`config.mk`:
```
export PLATFORM = sky130hd
export DESIGN_NAME = mnrf_ctrl
export DESIGN_NICKNAME = d
export VERILOG_FILES = /design/src/hw/rtl/mnrf_pkg.sv /design/src/hw/rtl/mnrf_ctrl.sv
export SDC_FILE = /design/constraint.sdc
export NUM_CORES = 1
export LEC_CHECK = 0
export ABC_AREA = 1
export BUFFER_PORTS_ARGS = -buffer_cell sky130_fd_sc_hd__clkbuf_2
export CAP_MARGIN = 25
export CORE_AREA = 2 2 39 41
export CTS_CLUSTER_DIAMETER = 30
export CTS_CLUSTER_SIZE = 8
export DETAILED_ROUTE_END_ITERATION = 10
export DIE_AREA = 0 0 41 43
export GPL_TIMING_DRIVEN = 0
export PLACE_DENSITY_LB_ADDON = 0.25
export RECOVER_POWER = 100
export SLEW_MARGIN = 20
export SYNTH_ARGS = -nofsm -noshare
export SYNTH_HDL_FRONTEND = slang
export SYNTH_SLANG_ARGS = --single-unit
export TNS_END_PERCENT = 1
```
`constraint.sdc`:
```
create_clock -name clock -period 0.8 [get_ports clock]
set_input_delay 0.08 -clock clock [delete_from_list [all_inputs] [get_ports clock]]
set_output_delay 0.08 -clock clock [all_outputs]
set_load 0.05 [all_outputs]
```
`src/hw/rtl/mnrf_pkg.sv`:
```
// Shared types and constants for the MIDI note repeat filter.
// Used by the controller, the datapath and the top level; depends on nothing.
package mnrf_pkg;

   // MIDI message types, taken from the high nibble of the status byte.
   localparam logic [3:0] MSG_NOTE_ON  = 4'h9;
   localparam logic [3:0] MSG_NOTE_OFF = 4'h8;

   // Filter mode register.
   localparam int          MODE_WIDTH       = 2;
   localparam logic [1:0]  MODE_RESET       = 2'b10;
   localparam int          MODE_ON_BIT      = 0;
   localparam int          MODE_OFF_BIT     = 1;

   // What an accepted item does to its hold counter.
   typedef enum logic [1:0] {
      KIND_PRESS,
      KIND_RELEASE,
      KIND_OTHER
   } kind_type;

   // Controller to datapath.
   typedef struct packed {
      logic clear;   // write zero at the sweep address and advance it
      logic load;    // item accepted: capture it and read its counter
      logic exec;    // counter read data valid: update and write back
   } cmd_type;

   // Datapath to controller.
   typedef struct packed {
      logic clear_done;
   } status_type;

endpackage

```
`src/hw/rtl/mnrf_ctrl.sv`:
```
// Controller of the MIDI note repeat filter: clearing sweep, idle and execute.
// Depends on mnrf_pkg.
module mnrf_ctrl (
   input  logic                 clock,
   input  logic                 reset,
   input  logic                 start,
   output logic                 busy,
   output logic                 rsp_valid,
   output mnrf_pkg::cmd_type    cmd,
   input  mnrf_pkg::status_type status
);
   import mnrf_pkg::*;

   typedef enum logic [1:0] {
      ST_CLEAR,
      ST_IDLE,
      ST_EXEC
   } state_type;

   state_type state_ff, state_in;
   logic      busy_ff, busy_in;
   logic      rsp_valid_ff, rsp_valid_in;

   always_comb begin
      state_in = state_ff;
      unique case (state_ff)
         ST_CLEAR: begin
            if (status.clear_done) begin
               state_in = ST_IDLE;
            end
         end
         ST_IDLE: begin
            if (start) begin
               state_in = ST_EXEC;
            end
         end
         ST_EXEC: begin
            state_in = ST_IDLE;
         end
         default: begin
            state_in = ST_CLEAR;
         end
      endcase
      busy_in      = (state_in != ST_IDLE);
      rsp_valid_in = (state_ff == ST_EXEC);
   end

   always_ff @(posedge clock) begin
      if (reset) begin
         state_ff     <= ST_CLEAR;
         busy_ff      <= 1'b1;
         rsp_valid_ff <= 1'b0;
      end else begin
         state_ff     <= state_in;
         busy_ff      <= busy_in;
         rsp_valid_ff <= rsp_valid_in;
      end
   end

   assign cmd.clear = (state_ff == ST_CLEAR);
   assign cmd.load  = (state_ff == ST_IDLE) && start;
   assign cmd.exec  = (state_ff == ST_EXEC);
   assign busy      = busy_ff;
   assign rsp_valid = rsp_valid_ff;

endmodule

```
==> impl_metrics.tcl, run 1 <==
set metrics [dict create \
    status "finished, violations left" \
    failed_checks "negative setup slack" \
    finalMaxSlewViolations 0 \
    p_per_area_nw_per_um2 1860 \
    final_antenna_net_count 0 \
    ys_seq_elements 4 \
    period_minus_slack_ns 1.06 \
    rows 14 \
    syn_inst 25 \
    crit_slowest_cell "dfxtp_2" \
    syn_to_final_growth_pct 110 \
    dp.cells 49 \
    min_path_cells 2 \
    die_w_um 41 \
    cp_num_buf_inv 3 \
    vias_per_cell 3.43 \
    hold_ws_ns 0.0395 \
    clock-sinks 4 \
    period_share_pct 133 \
    layout_setup_ws_ns -0.261 \
    yosys_warnings 0 \
    irDropWorstVdd_mv 0.401 \
    synth.avg_cell_area_sq_um 6.66 \
    core-area_sq_um 1380 \
    grt-ovfl-total 0 \
    setup_viol 4 \
    path_depth 4 \
    drc 0 \
    max-slew-margin-rel_pct 90.5 \
    cpLargestDelayFamily "flip-flops" \
    r2r-start "state_ff[0]" \
    grt_usage_pct 5.22 \
    ys_seq_area_share_pct 48.1 \
    crit_path_end_kind "output port" \
    insertion_delay_ns 0.24 \
    clkTransAtPathRegs_ns 0.04 \
    start_kind "flip-flop" \
    cp.arrival_ns 0.98 \
    dieHeight_um 43 \
    tritoncts.num_buffers 3 \
    wirelength_um 393 \
    wl_per_cell_um 7.42 \
    antenna_cells 0 \
    cp_cell_sequence "inv_2 > nand2_2 > clkinvlp_4 > buf_8" \
    worst_ep_required_time_ns 0.72 \
    crit_path_start "state_ff[1]" \
    skew_ns 0.00147 \
    synth.net_count 29 \
    dr_total_vias 182 \
    drtIter0Drc 1 \
    cap_violations 0 \
    portBuffers 8 \
    cts_root_buffer "clkbuf_4" \
    cts_tree "built" \
    cts_buffer_depth 2 \
    grt_max_degree 6 \
    fin_cells 53 \
    postLayoutCellArea_sq_um 349 \
    tightest_slew_ns 0.142 \
    start_util_pct 12.0 \
    critPathKind "reg -> out" \
    hold_class "in -> reg" \
    ios 9 \
    dp.final_hpwl_um 282 \
    final_common_cell "nand2_1" \
    timing.setup.tns_ns -0.762 \
    grt_pass1_wl_um 510 \
    placed_area_sq_um 238 \
    nNetsFinal 43 \
    hold_violations 0 \
    max_clock_freq_mhz 942 \
    critPathMaxFanout 3 \
    slowest_delay_ns 0.34 \
    antenna_found_initial 0 \
    htree_levels 1 \
    leakage_uw 0.000173 \
    utilization_pct 25.2 \
    rsz0062_at_grt "yes" \
    routabilityCongestion 0.641 \
    rr_worst_depth 4 \
    grt_pass1_vias 149 \
    first_pass_iters 2 \
    hold_path.startpoint "reset" \
    synth_area_sq_um 166 \
    synth_cell_type_count 7 \
    drive_above_1_share_pct 64.9 \
    die_area_sq_um 1760 \
]
==> stage by stage <==
stage | power (uW) | setup WS, ns
after CTS | 654 | -0.277
after global placement | 355 | -0.135
after floorplan | 324 | -0.192
after global routing | 683 | -0.302
after detailed placement | 354 | -0.147
final | 651 | -0.261
==> routing by layer <==
| metal | GRT usage (%) | share of wire (%) | up-vias | routed length (um) |
|---|---|---|---|---|
| met1 | 3.54 | 32 | 77 | 127 |
| li1 | - | - | 97 | - |
| met3 | 1.57 | 2.8 | 3 | 11 |
| met4 | 10.0 | 6.1 | 0 | 24 |
| met5 | 0 | 0 | - | 0 |
| met2 | 7.19 | 58 | 5 | 229 |
==> cell usage after synthesis <==
cell type / count / share of area (%)
dfxtp_1: 4 / 48
nor2_1: 5 / 11
nor3_1: 2 / 6.0
nand2_1: 6 / 14
buf_4: 1 / 4.5
nand3_1: 1 / 3.0
inv_1: 6 / 14
==> sequential cells by signal (all words and copies together), names as in the netlist <==
signal	flops
state_ff	2
busy	1
rsp_valid	1
==> timing repair <==
item,4_1_cts,5_1_grt
pin swaps,0,1
hold endpoints to repair,0,0
hold buffers,0,0
endpoints found under the setup margin,6,6
resized for setup,15,6
buffers inserted,1,0
==> kinds of logic (layout without fill, tap and decap cells) <==
logic type / count (synthesis) / after routing / synth area share, %
and+or+nand+nor: 14 / 14 / 33.8
DFF: 4 / 4 / 48.1
buffers and inverters: 7 / 19 / 18.0
==> worst paths after layout <==
kind,end,slack [ns]
worst max-delay path,cmd[2],-0.26
worst min-delay path,state_ff[1],0.04
worst max register to register,busy,-0.02
worst min register to register,rsp_valid,0.46
==> layout make-up <==
class | count | area (sq um)
Inverter | 6 | 26.3
Buffer | 1 | 7.51
Multi-Input combinational cell | 14 | 71.3
Clock buffer | 3 | 22.5
Timing Repair Buffer | 9 | 114
Tap cell | 16 | 20.0
Sequential cell | 4 | 87.6
Fill cell | 148 | 1030
==> power by group <==
part | internal [uW] | switching [uW]
Sequential | 215 | 12.7
Combinational | 69.5 | 102
Clock | 168 | 83.7
Power figures use the tool's default switching activity.
==> inputs of run 2 (changes only) <==
Settings changed: ABC_AREA 1 to default, REMOVE_ABC_BUFFERS from default to 1.
Clock period 0.8 ns to 1 ns, I/O delays scaled along.
==> impl_metrics.tcl, run 2 <==
set metrics [dict create \
    status "finished, violations left" \
    failed_checks "negative setup slack" \
    synthTopCellsByArea "dfxtp_1, nor2b_1, and3b_2" \
    yosys.area_share.simple_pct 30.8 \
    hold_violations 0 \
    crit_path_end_kind "flip-flop" \
    antenna_cells 0 \
    vias_per_cell 3.43 \
    setup_viol 5 \
    r2r-end "busy" \
    grt_usage_pct 5.42 \
    largest-register "state_ff" \
    drc 0 \
    final_common_cell "clkbuf_2" \
    cap_violations 0 \
    critPathKind "reg -> reg" \
    cp.arrival_ns 1.20 \
    p_per_area_nw_per_um2 1850 \
    skew_ns 0.00262 \
    ios 9 \
    synth_top_area_share_pct 53.3 \
    switching_share_pct 29.2 \
    cts_setup_buffers 0 \
    cell_internal_pwr_uw 346 \
    wirelength_um 385 \
    cts_tree "built" \
    first_pass_iters 2 \
    clkTransAtPathRegs_ns 0.04 \
    timing.setup.tns_ns -0.207 \
    die_w_um 41 \
    critPathMaxFanout 5 \
    finalMaxSlewViolations 0 \
    power_frac_comb_pct 21.8 \
    ys_seq_elements 4 \
    insertion_delay_ns 0.23 \
    tritoncts.num_buffers 3 \
    grt-ovfl-total 0 \
    portBuffers 8 \
    drtIter0Drc 6 \
    start_kind "flip-flop" \
    r2r-start "state_ff[1]" \
    final_antenna_net_count 0 \
    wl_per_cell_um 9.63 \
    mostFrequentLayoutCells "clkbuf_2, clkbuf_4" \
    synth.avg_cell_area_sq_um 10.7 \
    synthFlopType "dfxtp_1" \
    htree_levels 1 \
    period_share_pct 109 \
    antenna_found_initial 0 \
    synth.most_common_cell "dfxtp_1" \
    synth_cell_type_count 8 \
    clock-sinks 4 \
    synth_common_cells "dfxtp_1, nor2b_1, nor2_1" \
    worst_ep_required_time_ns 1.12 \
    cts_root_buffer "clkbuf_4" \
    hold_class "in -> reg" \
    fin_cells 40 \
    grt_pass1_vias 138 \
    seqPwrFrac_pct 36.9 \
    tightest_slew_ns 0.277 \
    drive_above_1_share_pct 66.7 \
    rr_worst_depth 2 \
    rrSetupSlack_ns -0.09 \
    synth_edf_count 0 \
    period_minus_slack_ns 1.09 \
    synth_compound_area_share_pct 10.8 \
    synth_top_family_by_area "simple AND/OR/NAND/NOR gates" \
    routabilityCongestion 0.612 \
    grt_max_degree 7 \
    rows 14 \
    start_util_pct 10.8 \
    synth_area_sq_um 150 \
    dr_total_vias 137 \
    p_switching_uw 143 \
    max-slew-margin-rel_pct 81.6 \
    cts_buffer_depth 2 \
    core-area_sq_um 1380 \
    synth_top_area_cell "dfxtp_1" \
    irDropWorstVdd_mv 0.474 \
    min_path_cells 2 \
    dp.cells 37 \
    clkPwrFrac_pct 41.3 \
    dieHeight_um 43 \
    max_clock_freq_mhz 920 \
    synth_async_sr_flop_share_pct 0 \
    synth_fa_ha_area_share_pct 0 \
    hold_path.startpoint "reset" \
    ys_seq_area_share_pct 53.3 \
    hold_end "state_ff[1]" \
    syn_inst 14 \
    die_area_sq_um 1760 \
    syn_to_final_growth_pct 76.7 \
    synth-xor-area-share_pct 0 \
    layout_setup_ws_ns -0.0866 \
    leakage_uw 0.000115 \
    nNetsFinal 30 \
    grt_pass1_wl_um 545 \
    muxShareOfSynthArea_pct 0 \
    largest_reg_flops 2 \
    yosys_warnings 0 \
    rsz0062_at_grt "yes" \
]
## run 2: cell types whose count changed after synthesis
cell | previous run | this run
o31a_1 | 0 | 1
nand3_1 | 1 | 0
nor2_1 | 5 | 2
o31ai_1 | 0 | 1
nand2_1 | 6 | 0
nor2b_1 | 0 | 3
and3b_2 | 0 | 1
inv_1 | 6 | 0
or4b_1 | 0 | 1
nor3_1 | 2 | 0
## run 2: cells by family (layout without fill, tap and decap cells)
kind of cell           after synthesis  count (layout)
AOI/OAI and AO/OA                    2               2
DFF                                  4               4
buffers and inverters                1              11
and+or+nand+nor                      7               7
## run 2: power by group through the flow
stage / Clock (uW) / Sequential [uW] / Combinational (uW)
2_1_floorplan: 0 / 196 / 47.8
3_3_place_gp: 0 / 180 / 86.1
3_5_place_dp: 0 / 182 / 87.1
4_1_cts: 209 / 180 / 104
5_1_grt: 224 / 182 / 112
6_report: 202 / 181 / 107
## run 2: how the worst max path moves through the flow
| stage | startpoint | endpoint | slack, ns |
|---|---|---|---|
| after floorplan | state_ff[1] | rsp_valid | -0.36 |
| after global placement | state_ff[1] | busy | -0.09 |
| after detailed placement | state_ff[1] | busy | -0.11 |
| after CTS | state_ff[1] | cmd[1] | -0.09 |
| after global routing | state_ff[1] | cmd[1] | -0.11 |
| final | state_ff[1] | busy | -0.09 |
## run 2: critical path, cell delays in order, from the launching register on
cell,delay (ns)
dfxtp_2,0.33
or4b_4,0.52
o31a_1,0.12
## run 2: layer usage
metal	up-vias	wire, um	track usage [%]
met3	0	65	6.28
li1	68	-	-
met1	58	186	5.47
met2	11	133	5.94
met4	0	0	4.00
met5	-	0	0
## run 2: repair_timing
action,4_1_cts,5_1_grt
setup endpoints to repair,5,5
gates cloned,0,0
hold buffers,0,0
pin swaps,1,0
resized for setup,11,2
## run 2: area by class of cell
type,count,area [sq um]
timing repair buffer,8,68.8
sequential,4,85.1
fill,149,1120
tap,16,20.0
clock buffer,3,22.5
multi-input combinational,9,68.8
## run 2: through the flow
stage               util [%]  setup slack, ns  hold slack, ns  total power [uW]  area, sq um
floorplan                  -           -0.356           0.172               244          143
global placement        14.6          -0.0863           0.325               266          203
detailed placement      14.6           -0.109           0.346               269          203
CTS                     19.0          -0.0914          0.0978               494          263
global route            19.2           -0.109           0.109               519          265
finish                  19.2          -0.0866           0.111               489          265
==> inputs of run 3 (changes only) <==
Settings changed: CELL_PAD_IN_SITES_DETAIL_PLACEMENT from default to 1, CELL_PAD_IN_SITES_GLOBAL_PLACEMENT from default to 1.
==> impl_metrics.tcl, run 3 (synthesis gave the netlist of run 2 again) <==
set metrics [dict create \
    largest-register "state_ff" \
    syn_to_final_growth_pct 80.0 \
    cap_violations 0 \
    cts_tree "built" \
    tightest_slew_ns 0.277 \
    grt_pass1_vias 150 \
    grt-ovfl-total 0 \
    drive_above_1_share_pct 66.7 \
    finalMaxSlewViolations 0 \
    clock-sinks 4 \
    cp_cell_sequence "or4b_4 > o31a_1" \
    period_minus_slack_ns 1.08 \
    irDropWorstVdd_mv 0.467 \
    cts_hold_buf 0 \
    insertion_delay_ns 0.23 \
    cts_root_buffer "clkbuf_4" \
    antenna_cells 0 \
    cpLargestDelayFamily "simple AND/OR/NAND/NOR gates" \
    routabilityCongestion 0.605 \
    hold_class "in -> reg" \
    p_per_area_nw_per_um2 1810 \
    max-slew-margin-rel_pct 81.6 \
    mostFrequentLayoutCells "clkbuf_2, clkbuf_4" \
    htree_levels 1 \
    grt_usage_pct 6.73 \
    failed_checks "negative setup slack" \
    clkTransAtPathRegs_ns 0.04 \
    largest_reg_flops 2 \
    final_antenna_net_count 0 \
    drtIter0Drc 2 \
    max_clock_freq_mhz 924 \
    critPathMaxFanout 5 \
    cp.arrival_ns 1.20 \
    start_util_pct 10.8 \
    worst_ep_required_time_ns 1.12 \
    setup_viol 5 \
    period_share_pct 108 \
    start_kind "flip-flop" \
    wl_per_cell_um 10.3 \
    final_common_cell "clkbuf_2" \
    dieHeight_um 43 \
    nNetsFinal 30 \
    ios 9 \
    core-area_sq_um 1380 \
    tritoncts.num_buffers 3 \
    grt_pass1_wl_um 690 \
    cp_num_buf_inv 0 \
    critPathKind "reg -> reg" \
    crit_slowest_cell "or4b_4" \
    portBuffers 8 \
    slowest_delay_ns 0.52 \
    crit_path_end_kind "flip-flop" \
    leakage_uw 0.000116 \
    grt_max_degree 7 \
    first_pass_iters 2 \
    wirelength_um 413 \
    timing.setup.tns_ns -0.195 \
    cts_buffer_depth 2 \
    skew_ns 0.00120 \
    cts_setup_buffers 0 \
    rows 14 \
    dr_total_vias 143 \
    die_w_um 41 \
    antenna_found_initial 0 \
    hold_violations 0 \
    drc 0 \
    status "finished, violations left" \
    die_area_sq_um 1760 \
    utilization_pct 19.5 \
    layout_setup_ws_ns -0.0821 \
    rsz0062_at_grt "yes" \
    pre_cts_slack_ns -0.124 \
    vias_per_cell 3.58 \
]
run 3: through the flow:
step	cells	hold slack, ns	cell area [sq um]	total power (uW)
5_1_grt	40	0.109	270	526
4_1_cts	40	0.0941	263	494
3_3_place_gp	37	0.329	203	267
3_5_place_dp	37	0.345	203	270
2_1_floorplan	13	0.172	143	244
6_report	40	0.0986	270	489
run 3: worst paths after layout:
path / start / end / slack (ns) / depth (start not counted)
worst min register to register: state_ff[0] / state_ff[0] / 0.50 / 1
worst min-delay path: reset / state_ff[1] / 0.1 / 2
worst max-delay path: state_ff[1] / busy / -0.08 / 2
worst max register to register: state_ff[1] / busy / -0.08 / 2
run 3: routing by layer:
metal  track usage [%]  routed length, um
met3              9.42                 69
met2              6.88                166
met1              7.72                177
met5                 0                  0
met4              2.00                  0
run 3: worst reg2reg max path, cell delays in order, from the launching register on:
cell and delay (ns):
dfxtp_2 0.33, or4b_4 0.52, o31a_1 0.12
run 3: area by class of cell:
| cell class | count | area (sq um) |
|---|---|---|
| Timing Repair Buffer | 8 | 68.8 |
| Tap cell | 16 | 20.0 |
| Sequential cell | 4 | 85.1 |
| Fill cell | 157 | 1110 |
| Multi-Input combinational cell | 9 | 73.8 |
| Clock buffer | 3 | 22.5 |
run 3: power by group:
part / switching (uW) / internal, uW / total, uW
registers: 11.0 / 171 / 183
clock network: 65.0 / 134 / 199
logic: 66.1 / 41.6 / 108
run 3: what timing repair did:
item,CTS,global route
cloned,0,0
pin swaps,1,1
endpoints found under the setup margin,5,5
gates resized for setup,11,3
